## config.mk

```make
export PLATFORM = sky130hd
export DESIGN_NAME = mqtt_packet_deframer
export DESIGN_NICKNAME = d
export VERILOG_FILES = /design/src/rtl/core/mqttpd_pkg.sv /design/src/rtl/core/mqtt_packet_deframer.sv
export SDC_FILE = /design/constraint.sdc
export NUM_CORES = 1
export LEC_CHECK = 0
export BUFFER_PORTS_ARGS = -buffer_cell sky130_fd_sc_hd__buf_2
export CORE_MARGIN = 5
export CORE_UTILIZATION = 49
export CTS_CLUSTER_DIAMETER = 150
export DETAILED_ROUTE_END_ITERATION = 8
export GPL_ROUTABILITY_DRIVEN = 0
export PLACE_DENSITY = 0.68
export SYNTH_ARGS = -nofsm -noshare
export SYNTH_HDL_FRONTEND = slang
export SYNTH_SLANG_ARGS = --single-unit
```

## constraint.sdc

```tcl
create_clock -name clk -period 10.14 [get_ports clk]
set_clock_uncertainty 0.05 [all_clocks]
set_input_delay 1.014 -clock clk [delete_from_list [all_inputs] [get_ports clk]]
set_output_delay 1.014 -clock clk [all_outputs]
set_load 0.02 [all_outputs]
```

## src/rtl/core/mqttpd_pkg.sv

```systemverilog
package mqttpd_pkg;

	// Parser phase, one-hot
	typedef enum logic [6:0] {
		PH_HEADER  = 7'b0000001,
		PH_LENGTH  = 7'b0000010,
		PH_TLEN_HI = 7'b0000100,
		PH_TLEN_LO = 7'b0001000,
		PH_TOPIC   = 7'b0010000,
		PH_PAYLOAD = 7'b0100000,
		PH_SKIP    = 7'b1000000
	} phase_t;

	// Byte role codes
	typedef logic [2:0] role_t;
	localparam role_t ROLE_HEADER  = 3'd0;
	localparam role_t ROLE_LENGTH  = 3'd1;
	localparam role_t ROLE_TLEN    = 3'd2;
	localparam role_t ROLE_TOPIC   = 3'd3;
	localparam role_t ROLE_PAYLOAD = 3'd4;
	localparam role_t ROLE_SKIP    = 3'd5;
	localparam role_t ROLE_DROP    = 3'd6;

	localparam logic [3:0] TYPE_PUBLISH = 4'd3;

	localparam int BODY_W  = 28;
	localparam int TOPIC_W = 16;

	typedef logic [BODY_W-1:0]  body_len_t;
	typedef logic [TOPIC_W-1:0] topic_len_t;

endpackage

```

## src/rtl/core/mqtt_packet_deframer.sv

```systemverilog
// MQTT 3.1.1 packet deframer.
// Slave stream (s_axis_*) takes one raw byte of the MQTT stream per
// transaction. Master stream (m_axis_*) returns exactly one tagged result per
// input byte: the byte itself, its role in the packet, the packet type, the
// decoded remaining length and PUBLISH topic length, plus end/drop/malformed
// flags. m_axis_tlast marks the last byte of an accepted packet.
// Results are registered and appear in the cycle after their input byte.
// Throughput: one byte per cycle unless the receiver stalls; the per-byte parser
// state update is a single pass of logic between the state registers and the
// result register. The result register doubles as the decoupling stage: a new
// byte is taken whenever the result register is empty or is being drained in
// the same cycle. When the receiver stalls (m_axis_tready low with a result
// pending), s_axis_tready drops and the pending result holds until taken.
// Reset (arst_n low, asynchronous) returns the parser to the header phase,
// clears all tracked lengths and empties the result register.
// Remaining length is a base-128 varint of up to MAX_LENGTH_BYTES bytes; a
// continuation bit on the last allowed byte flags length_malformed and the
// next byte is taken as a new header.
module mqtt_packet_deframer #(
	parameter int MAX_LENGTH_BYTES = 4
) (
	input  logic        clk,
	input  logic        arst_n,
	input  logic        s_axis_tvalid,
	output logic        s_axis_tready,
	input  logic [7:0]  s_axis_tdata,   // [7:0] in_byte
	output logic        m_axis_tvalid,
	input  logic        m_axis_tready,
	// [7:0] byte_value, [35:8] body_length, [51:36] topic_length, [55:52] zero
	output logic [55:0] m_axis_tdata,
	// [2:0] byte_role, [6:3] packet_type, [7] packet_dropped, [8] length_malformed
	output logic [8:0]  m_axis_tuser,
	output logic        m_axis_tlast    // packet_end
);

	localparam logic [2:0] MAX_SEEN = 3'(MAX_LENGTH_BYTES);

	// parser state
	mqttpd_pkg::phase_t     phase_q, phase_d;
	logic [3:0]             type_q, type_d;
	mqttpd_pkg::body_len_t  accum_q, accum_d;
	logic [2:0]             seen_q, seen_d;
	mqttpd_pkg::body_len_t  left_q, left_d;
	mqttpd_pkg::topic_len_t tlen_q, tlen_d;
	mqttpd_pkg::topic_len_t tleft_q, tleft_d;
	logic                   bad_q, bad_d;

	// per-byte result
	mqttpd_pkg::role_t      role_d;
	logic                   end_d, drop_d, mal_d;

	// result register
	logic                   out_valid_q;
	logic [7:0]             val_q;
	mqttpd_pkg::role_t      role_q;
	logic [3:0]             otype_q;
	logic                   end_q, drop_q, mal_q;
	mqttpd_pkg::body_len_t  olen_q;
	mqttpd_pkg::topic_len_t otlen_q;

	logic                   accept;
	logic [7:0]             b;
	mqttpd_pkg::body_len_t  grp;
	mqttpd_pkg::body_len_t  left_dec;
	logic [2:0]             seen_inc;

	assign s_axis_tready = !out_valid_q || m_axis_tready;
	assign accept        = s_axis_tvalid && s_axis_tready;
	assign b             = s_axis_tdata;
	assign left_dec      = left_q - 28'd1;
	assign seen_inc      = seen_q + 3'd1;

	// 7-bit group placed at its varint position
	always_comb begin
		case (seen_q[1:0])
			2'd0:    grp = {21'd0, b[6:0]};
			2'd1:    grp = {14'd0, b[6:0], 7'd0};
			2'd2:    grp = {7'd0, b[6:0], 14'd0};
			default: grp = {b[6:0], 21'd0};
		endcase
	end

	always_comb begin
		phase_d = phase_q;
		type_d  = type_q;
		accum_d = accum_q;
		seen_d  = seen_q;
		left_d  = left_q;
		tlen_d  = tlen_q;
		tleft_d = tleft_q;
		bad_d   = bad_q;
		role_d  = mqttpd_pkg::ROLE_HEADER;
		end_d   = 1'b0;
		drop_d  = 1'b0;
		mal_d   = 1'b0;
		unique case (phase_q)
			mqttpd_pkg::PH_LENGTH: begin
				role_d  = mqttpd_pkg::ROLE_LENGTH;
				accum_d = accum_q | grp;
				seen_d  = seen_inc;
				if (b[7]) begin
					if (seen_inc >= MAX_SEEN) begin
						mal_d   = 1'b1;
						phase_d = mqttpd_pkg::PH_HEADER;
					end
				end else begin
					left_d = accum_q | grp;
					if ((accum_q | grp) == '0) begin
						if (type_q == mqttpd_pkg::TYPE_PUBLISH) drop_d = 1'b1;
						else end_d = 1'b1;
						phase_d = mqttpd_pkg::PH_HEADER;
					end else if (type_q == mqttpd_pkg::TYPE_PUBLISH) begin
						phase_d = mqttpd_pkg::PH_TLEN_HI;
					end else begin
						phase_d = mqttpd_pkg::PH_SKIP;
					end
				end
			end
			mqttpd_pkg::PH_TLEN_HI: begin
				role_d = mqttpd_pkg::ROLE_TLEN;
				tlen_d = {b, 8'd0};
				left_d = left_dec;
				if (left_dec == '0) begin
					drop_d  = 1'b1;
					phase_d = mqttpd_pkg::PH_HEADER;
				end else begin
					phase_d = mqttpd_pkg::PH_TLEN_LO;
				end
			end
			mqttpd_pkg::PH_TLEN_LO: begin
				role_d  = mqttpd_pkg::ROLE_TLEN;
				tlen_d  = {tlen_q[15:8], b};
				tleft_d = {tlen_q[15:8], b};
				left_d  = left_dec;
				if ({12'd0, tlen_q[15:8], b} > left_dec) begin
					bad_d = 1'b1;
					if (left_dec == '0) begin
						drop_d  = 1'b1;
						phase_d = mqttpd_pkg::PH_HEADER;
					end else begin
						phase_d = mqttpd_pkg::PH_SKIP;
					end
				end else if (left_dec == '0) begin
					end_d   = 1'b1;
					phase_d = mqttpd_pkg::PH_HEADER;
				end else if ({tlen_q[15:8], b} != '0) begin
					phase_d = mqttpd_pkg::PH_TOPIC;
				end else begin
					phase_d = mqttpd_pkg::PH_PAYLOAD;
				end
			end
			mqttpd_pkg::PH_TOPIC: begin
				role_d  = mqttpd_pkg::ROLE_TOPIC;
				tleft_d = tleft_q - 16'd1;
				left_d  = left_dec;
				if (left_dec == '0) begin
					end_d   = 1'b1;
					phase_d = mqttpd_pkg::PH_HEADER;
				end else if (tleft_q == 16'd1) begin
					phase_d = mqttpd_pkg::PH_PAYLOAD;
				end
			end
			mqttpd_pkg::PH_PAYLOAD: begin
				role_d = mqttpd_pkg::ROLE_PAYLOAD;
				left_d = left_dec;
				if (left_dec == '0) begin
					end_d   = 1'b1;
					phase_d = mqttpd_pkg::PH_HEADER;
				end
			end
			mqttpd_pkg::PH_SKIP: begin
				role_d = bad_q ? mqttpd_pkg::ROLE_DROP : mqttpd_pkg::ROLE_SKIP;
				left_d = left_dec;
				if (left_dec == '0) begin
					if (bad_q) drop_d = 1'b1;
					else end_d = 1'b1;
					phase_d = mqttpd_pkg::PH_HEADER;
				end
			end
			default: begin
				// header byte: start a new packet
				role_d  = mqttpd_pkg::ROLE_HEADER;
				type_d  = b[7:4];
				accum_d = '0;
				seen_d  = '0;
				left_d  = '0;
				tlen_d  = '0;
				tleft_d = '0;
				bad_d   = 1'b0;
				phase_d = mqttpd_pkg::PH_LENGTH;
			end
		endcase
	end

	always_ff @(posedge clk or negedge arst_n) begin
		if (!arst_n) begin
			phase_q <= mqttpd_pkg::PH_HEADER;
			type_q  <= '0;
			accum_q <= '0;
			seen_q  <= '0;
			left_q  <= '0;
			tlen_q  <= '0;
			tleft_q <= '0;
			bad_q   <= 1'b0;
		end else if (accept) begin
			phase_q <= phase_d;
			type_q  <= type_d;
			accum_q <= accum_d;
			seen_q  <= seen_d;
			left_q  <= left_d;
			tlen_q  <= tlen_d;
			tleft_q <= tleft_d;
			bad_q   <= bad_d;
		end
	end

	always_ff @(posedge clk or negedge arst_n) begin
		if (!arst_n) begin
			out_valid_q <= 1'b0;
		end else if (s_axis_tready) begin
			out_valid_q <= s_axis_tvalid;
		end
	end

	// payload of the result register
	always_ff @(posedge clk) begin
		if (accept) begin
			val_q   <= b;
			role_q  <= role_d;
			otype_q <= type_d;
			end_q   <= end_d;
			drop_q  <= drop_d;
			mal_q   <= mal_d;
			olen_q  <= accum_d;
			otlen_q <= tlen_d;
		end
	end

	assign m_axis_tvalid = out_valid_q;
	assign m_axis_tdata  = {4'd0, otlen_q, olen_q, val_q};
	assign m_axis_tuser  = {mal_q, drop_q, otype_q, role_q};
	assign m_axis_tlast  = end_q;

endmodule

```

==> results.md, run 1 <==
- Vert. Die Dim: about 140 um
- Least-Margin Pin Slew: 1.18 ns
- Post-CTS Setup Bufs: 0
- Clk root buf: clkbuf_16
- Worst setup path category: reg2reg
- Max stage delay on crit path: ~0.64 ns
- Post_cts resized: 0
- Max-Cap Viols: 0
- Worst VDD drop: about 160 uV
- ANT cells: 0
- CTS Hold Bufs: 0
- Cell row count: 49
- Slew headroom: 21.1%
- Met2 usage: 34.9%
- CTS Sinks: 166
- Global routing usage on met1: 33.6%
- WL/cell: 19.7 um
- Worst Hold Class: reg2reg
- Bufs and invs on worst path: 2
- Vias in the first global route: between 6000 and 7000
- CP top delay family: simple AND/OR/NAND/NOR gates
- RSZ-0062 raised after global routing: no
- Design area: 9850 um^2
- Global-route wire length before repair: 37600 um
- Commonest cells after routing, fill and taps aside: 103 x dfrtp_1, 91 x nor2_1, 86 x nand2_1
- Power Dens Cells: 272 nW/um^2
- Synth area leader: dfrtp_1
- EDFF count, synth: a little over 60
- Fin crit period: 4.74 ns
- Maximum buffer depth of the clock tree: 2
- DP Area: between 9000 and 10000 um^2
- YS warnings: 0
- Setup Viol. Count Final: 0
- Leakage power: about 0.0044 uW
- Routed vias/inst: 6.06
- All-layer global routing usage: between 20% and 30%
- Total power draw: 2680 uW
- Crit path depth: 15
- Core ar.: 17800 um^2
- Via count: ~7100
- Mapped Area: about 8800 um^2
- Num ports: 80
- Dpl hpwl: 15400 um
- GR Layer Usage met3: between 4 and 5%
- Syn Area/Cell: 9.83 um^2
- Share of post-route cells with drive strength above 1: 16.5%
- Die Wd: 144 um
- CP Cell Sequence: inv_1 -> ha_1 -> nor4b_1 -> nand2_1 -> or4_1 -> xnor2_1 -> inv_1 -> ha_1 -> and4_1 -> o31ai_1 -> a211oi_1 -> a311oi_1 -> or4_1 -> o2bb2ai_1 -> a22o_2
- Total Wirelength: 23200 um
- Clock latency on the worst-skew pair: between 0.4 and 0.5 ns
- Hold WS: about 0.43 ns
- CP endpoint kind: flip-flop
- Net count, final: 973
- Post-synth top area share: 29.2%
- Starting Density: approximately half
- Initial antenna violation count: 0
- CTS buffer count: 17
- Required time of the critical path: 10.27 ns
- Die area: 20800 um^2
- CP arrival: 4.86 ns
- Tcrit/Tclk final: 46.7%
- Total gr overflow: 0
- GRT busiest layer: met2
- Filler cell count: between 1500 and 2000
- Largest net degree at the start of global routing: 76
- Remaining antenna violation count: 0
- Register area share after synthesis: just over 50%
- Post-synthesis cell count: around 900
- Critical path's slowest cell: or4_1
- Status: finished, final reports clean
- CTS clk-pin slew, worst paths: 0.06 ns
- Synth top area cells: dfrtp_1 29%, edfxtp_1 21%, o21ai_0 4.7%
- Cell depth of the worst hold path: 2
- Prevailing post-synth register cell: dfrtp_1
- DRT Pass-1 Iters: 5
- Fmax: about 210 MHz
- Setup WS pre-CTS: approximately 5.6 ns
- Worst Slack Setup Final: 5.40 ns
- First DRT Iteration DRCs: 618
- Area grow syn2layout: 11.5%
- Most common cell after layout, fill and taps aside: dfrtp_1
- Critical path peak fanout: 6
- FFs w/ async S/R, synth: 62.7%
- Count of final hold-check violations: 0
- CTS H-tree lvls: 4
- Sum Neg Setup Slack: 0 ns
- Post-synthesis cell type count: 72
- Input/output buffers: 75
- #FFs+latches synth: 166
- CTS tree: done
- CP startpoint kind: flip-flop
- FF-to-FF path depth: 15
- DRC: 0
- Max Slew Vio Count: 0
## through the flow
step,instances,util (%)
after floorplan,902,-
after CTS,1179,55.2
after global routing,1179,55.2
after detailed placement,1147,52.3
after global placement,1147,52.3
final,1179,55.2
## where the power goes
group	internal [uW]	switching, uW
Clock	322	273
Sequential	815	117
Combinational	410	747
## state kept, by name, summed over array words and instances (netlist names)
| signal | count |
|---|---|
| accum_q | 28 |
| left_q | 28 |
| olen_q | 28 |
| otlen_q | 16 |
| tleft_q | 16 |
| tlen_q | 16 |
| val_q | 8 |
| phase_q | 7 |
| otype_q | 4 |
| type_q | 4 |
| role_q | 3 |
| seen_q | 3 |
| bad_q | 1 |
| drop_q | 1 |
| m_axis_tlast | 1 |
| m_axis_tvalid | 1 |
| mal_q | 1 |
## area by class of cell
cell class	count	area, um^2	share of cell area, %
Clock buffer	22	454	4.61
Clock inverter	10	77.6	0.787
Inverter	21	81.3	0.825
Multi-Input combinational cell	646	4040	41.0
Sequential cell	166	4470	45.3
Tap cell	229	287	2.91
Timing Repair Buffer	85	453	4.60
## routing by layer
| metal | share of wire, % | routed length (um) |
|---|---|---|
| met5 | 0 | 0 |
| met4 | 2.5 | 589 |
| met3 | 5.9 | 1360 |
| met2 | 46 | 10700 |
| met1 | 45 | 10500 |
## path summary, 6_finish.rpt
path,slack (ns),to,start
min in group asynchronous,0.47,tleft_q[7],arst_n
max in group asynchronous,8.22,left_q[7],arst_n
worst max register to register,5.40,m_axis_tlast,left_q[0]
worst max-delay path,5.40,m_axis_tlast,left_q[0]
worst min register to register,0.43,tlen_q[2],tlen_q[2]
worst min-delay path,0.43,tlen_q[2],tlen_q[2]
## cell families (layout without fill, tap and decap cells)
kind of cell               count (synthesis)  count (layout)  share of synthesized area [%]
DFF                                      166             166                           50.5
adders and majority gates                 24              24                           3.40
other                                      1               4                         0.0424
xor gates and xnor gates                  17              17                           1.68
buffers and inverters                     90             138                           4.16
and+or+nand+nor                          302             302                           17.4
muxes                                     21              21                           2.70
AOI/OAI and AO/OA                        278             278                           20.1
## cell usage after synthesis (6+ instances only)
cell type and number:
o21ai_0 83, nor3_1 22, mux2_2 17, a22o_1 42, or4_1 11, nor4_1 19, nor2_1 92, edfxtp_1 62
a31oi_1 20, a21oi_1 68, buf_4 6, nand3_1 8, clkbuf_1 61, dfrtp_1 103, inv_1 21, a21o_1 25
nand4_1 10, xnor2_1 13, nand2_1 86, ha_1 24
## tightest hold or removal path: stages, from the launching register on
cell	delay, ns
dfrtp_1	0.35
nand2_1	0.05
nand2_1	0.05
(Power assumes the default switching activity.)
==> inputs of run 2 (changes only) <==
--- a/config.mk
+++ b/config.mk
@@ -11,7 +11,7 @@
 export CTS_CLUSTER_DIAMETER = 150
 export DETAILED_ROUTE_END_ITERATION = 8
 export GPL_ROUTABILITY_DRIVEN = 0
-export PLACE_DENSITY = 0.68
+export PLACE_DENSITY = 0.7
 export SYNTH_ARGS = -nofsm -noshare
 export SYNTH_HDL_FRONTEND = slang
 export SYNTH_SLANG_ARGS = --single-unit
==> constraint.sdc (replaced) <==
create_clock -name clk -period 4.17 [get_ports clk]
set_clock_uncertainty 0.05 [all_clocks]
set_input_delay 0.417 -clock clk [delete_from_list [all_inputs] [get_ports clk]]
set_output_delay 0.417 -clock clk [all_outputs]
set_load 0.02 [all_outputs]
==> run 2 against run 1 <==
Worst setup slack lost 5.2 ns. The run now ends with negative hold slack left. Via count grew 3.6%. Sequential share of layout area shrank 1.3 points. Critical path depth is the same. Cell area grew 2.9%. Routed wire length grew 4.5%. Final cell count grew 2.1%. Count of clock-buffer cells in the layout shrank 1. Register-to-register slack lost 5.2 ns. Non-clock buffer count grew 25.
==> results.md, run 2 (synthesis results as in run 1) <==
- First DRT Iteration DRCs: 881 (+43%)
- RSZ-0062 raised after global routing: no
- Core ar.: 17800 um^2 (unchanged)
- Worst setup path category: reg2reg
- Net switching power: 2890 uW (+150%)
- R2R Path End: m_axis_tlast
- Tcrit/Tclk final: 95.2% (+49 points)
- ANT cells: 0 (unchanged)
- Leakage power: 0.00452 uW (+3.5%)
- Clk root buf: clkbuf_16
- Critical path peak fanout: 5 (-1)
- Via count: 7394 (+3.6%)
- CTS tree: done
- CP arrival: 4.11 ns (-0.75 ns)
- Die Wd: 144 um (unchanged)
- Setup slack, reg-to-reg: 0.20 ns (-5.21 ns)
- CP startpoint kind: flip-flop
- Fin crit period: 3.97 ns (-0.765 ns)
- DRC: 0 (unchanged)
- Fmax: 252 MHz (+19%)
- Vias in the first global route: 6865 (+2.0%)
- All-layer global routing usage: 23.7% (+0.55 points)
- Total Wirelength: 24200 um (+4.5%)
- CTS clk-pin slew, worst paths: 0.06 ns (about the same)
- Clock share of power: 22.3% (+0.2 points)
- Switching portion of total power: 41.3% (-1.1 points)
- Worst r2r src: left_q[1]
- CTS Sinks: 166 (unchanged)
- Max Slew Vio Count: 0 (unchanged)
- Slew headroom: 20.7% (-0.45 points)
- Pint: 4110 uW (+170%)
- Starting Density: 49.5% (unchanged)
- CTS buffer count: 17 (unchanged)
- Most common cell after layout, fill and taps aside: dfrtp_1
- Input/output buffers: 75 (unchanged)
- Required time of the critical path: 4.31 ns (-5.96 ns)
- Share of post-route cells with drive strength above 1: 19.7% (+3.2 points)
- Final Non-Filler Cells: 1204 (+2.1%)
- Register share of total power: 32.2% (-2.5 points)
- Cell row count: 49 (unchanged)
- DRT Pass-1 Iters: 6 (+1)
- Status: finished with violations
- Max stage delay on crit path: 0.47 ns (-0.17 ns)
- Global-route wire length before repair: 38300 um (+1.7%)
- WL/cell: 20.1 um (+2.3%)
- Die area: 20800 um^2 (unchanged)
- Count of final hold-check violations: 9 (+9)
- Largest regs: accum_q (28), left_q (28), olen_q (28)
- Routed vias/inst: 6.14 (+1.4%)
- Critical path's slowest cell: or4_4
- Area grow syn2layout: 14.7%
- CTS Hold Bufs: 0 (unchanged)
- CP top delay family: simple AND/OR/NAND/NOR gates
- Max-Cap Viols: 0 (unchanged)
- Commonest cells after routing, fill and taps aside: 102 x dfrtp_1, 91 x nor2_1, 86 x nand2_1
- Total gr overflow: 0 (unchanged)
- Worst Hold Class: in2async
- Cell mode on critical path: or3_4
- Num ports: 80 (unchanged)
- Power Dens Cells: 689 nW/um^2 (+150%)
- Vert. Die Dim: 144 um (unchanged)
- Net count, final: 998 (+2.6%)
- Bufs and invs on worst path: 1 (-1)
- Remaining antenna violation count: 0 (unchanged)
- Gate power share: 45.4% (+2.3 points)
- CP endpoint kind: flip-flop
- Initial antenna violation count: 0 (unchanged)
- Maximum buffer depth of the clock tree: 2 (unchanged)
- CTS H-tree lvls: 4 (unchanged)
- Sum Neg Setup Slack: 0 ns (unchanged)
- CP Cell Sequence: inv_2 -> ha_4 -> or3b_4 -> or3_4 -> or3_4 -> xor2_2 -> ha_1 -> nand3_2 -> o221ai_2 -> o31ai_1 -> a211oi_1 -> a311oi_1 -> or4_4 -> o2bb2ai_2 -> a22o_2
- Setup Viol. Count Final: 0 (unchanged)
- Least-Margin Pin Slew: 1.19 ns (+0.00954 ns)
- Worst VDD drop: 492 uV (+200%)
- Hold WS: -0.0147 ns (-0.446 ns)
- Dpl cells: 1169 (+1.9%)
- FF-to-FF path depth: 15 (unchanged)
- Dpl hpwl: 16200 um (+5.5%)
- Failing checks: negative hold slack
- Largest net degree at the start of global routing: 57 (-25%)
- Total power draw: 6990 uW (+160%)
- Clock latency on the worst-skew pair: 0.44 ns (about the same)
## run 2: cell types whose count changed in the layout (fill, tap and decap cells not counted), sizes merged
| cell | previous run | this run |
|---|---|---|
| buf | 85 | 110 |
| bufinv | 0 | 2 |
| clkbuf | 22 | 21 |
| clkinvlp | 4 | 3 |
## run 2: power by group through the flow
stage | clock network [uW] | logic, uW | registers (uW)
floorplan | 0 | 2080 | 2270
global placement | 0 | 3000 | 2260
detailed placement | 0 | 3030 | 2270
CTS | 1590 | 3060 | 2240
global route | 1660 | 3470 | 2290
finish | 1560 | 3180 | 2250
## run 2: layer usage
metal | part of all wire, % | GRT usage [%]
met5 | 0 | 0
met3 | 7.7 | 5.29
met2 | 46 | 36.3
met4 | 2.6 | 8.30
met1 | 44 | 33.5
## run 2: stage by stage
stage | util, % | instance area [um^2] | hold WS, ns | setup WS (ns)
after floorplan | - | 8870 | 0.0714 | 0.0109
after global placement | 53.2 | 9500 | 0.407 | 0.0648
after detailed placement | 53.2 | 9500 | 0.413 | 0.0141
after CTS | 56.4 | 10100 | 0.00422 | 0.00248
after global routing | 56.8 | 10100 | 0.0288 | 0.0315
final | 56.8 | 10100 | -0.0147 | 0.200
## run 2: how the worst max path moves through the flow
stage | from | to | slack [ns] | cells past startpoint
floorplan | left_q[0] | m_axis_tlast | 0.01 | 17
global placement | left_q[0] | m_axis_tlast | 0.06 | 15
detailed placement | left_q[0] | m_axis_tlast | 0.01 | 15
CTS | left_q[0] | m_axis_tlast | 0.002 | 15
global route | left_q[1] | m_axis_tlast | 0.03 | 15
finish | left_q[1] | m_axis_tlast | 0.20 | 15
## run 2: layout make-up
class                           count  area [um^2]
Clock buffer                       21          450
Clock inverter                     11          125
Fill cell                        1529         7700
Inverter                           21         81.3
Multi-Input combinational cell    646         4090
Sequential cell                   166         4470
Tap cell                          229          287
Timing Repair Buffer              110          641
## run 2: what timing repair did
| item | in CTS | in global routing |
|---|---|---|
| setup endpoints to repair | 0 | 9 |
| resized for setup | 0 | 10 |
| buffers inserted | 0 | 3 |
## run 2: worst reg2reg max path: stages (launching register included)
cell and delay [ns]:
dfrtp_1 0.39, inv_2 0.09, ha_4 0.16, or3b_4 0.38, or3_4 0.34, or3_4 0.34, xor2_2 0.16, ha_1 0.31
nand3_2 0.10, o221ai_2 0.14, o31ai_1 0.08, a211oi_1 0.24, a311oi_1 0.07, or4_4 0.47, o2bb2ai_2 0.14, a22o_2 0.26
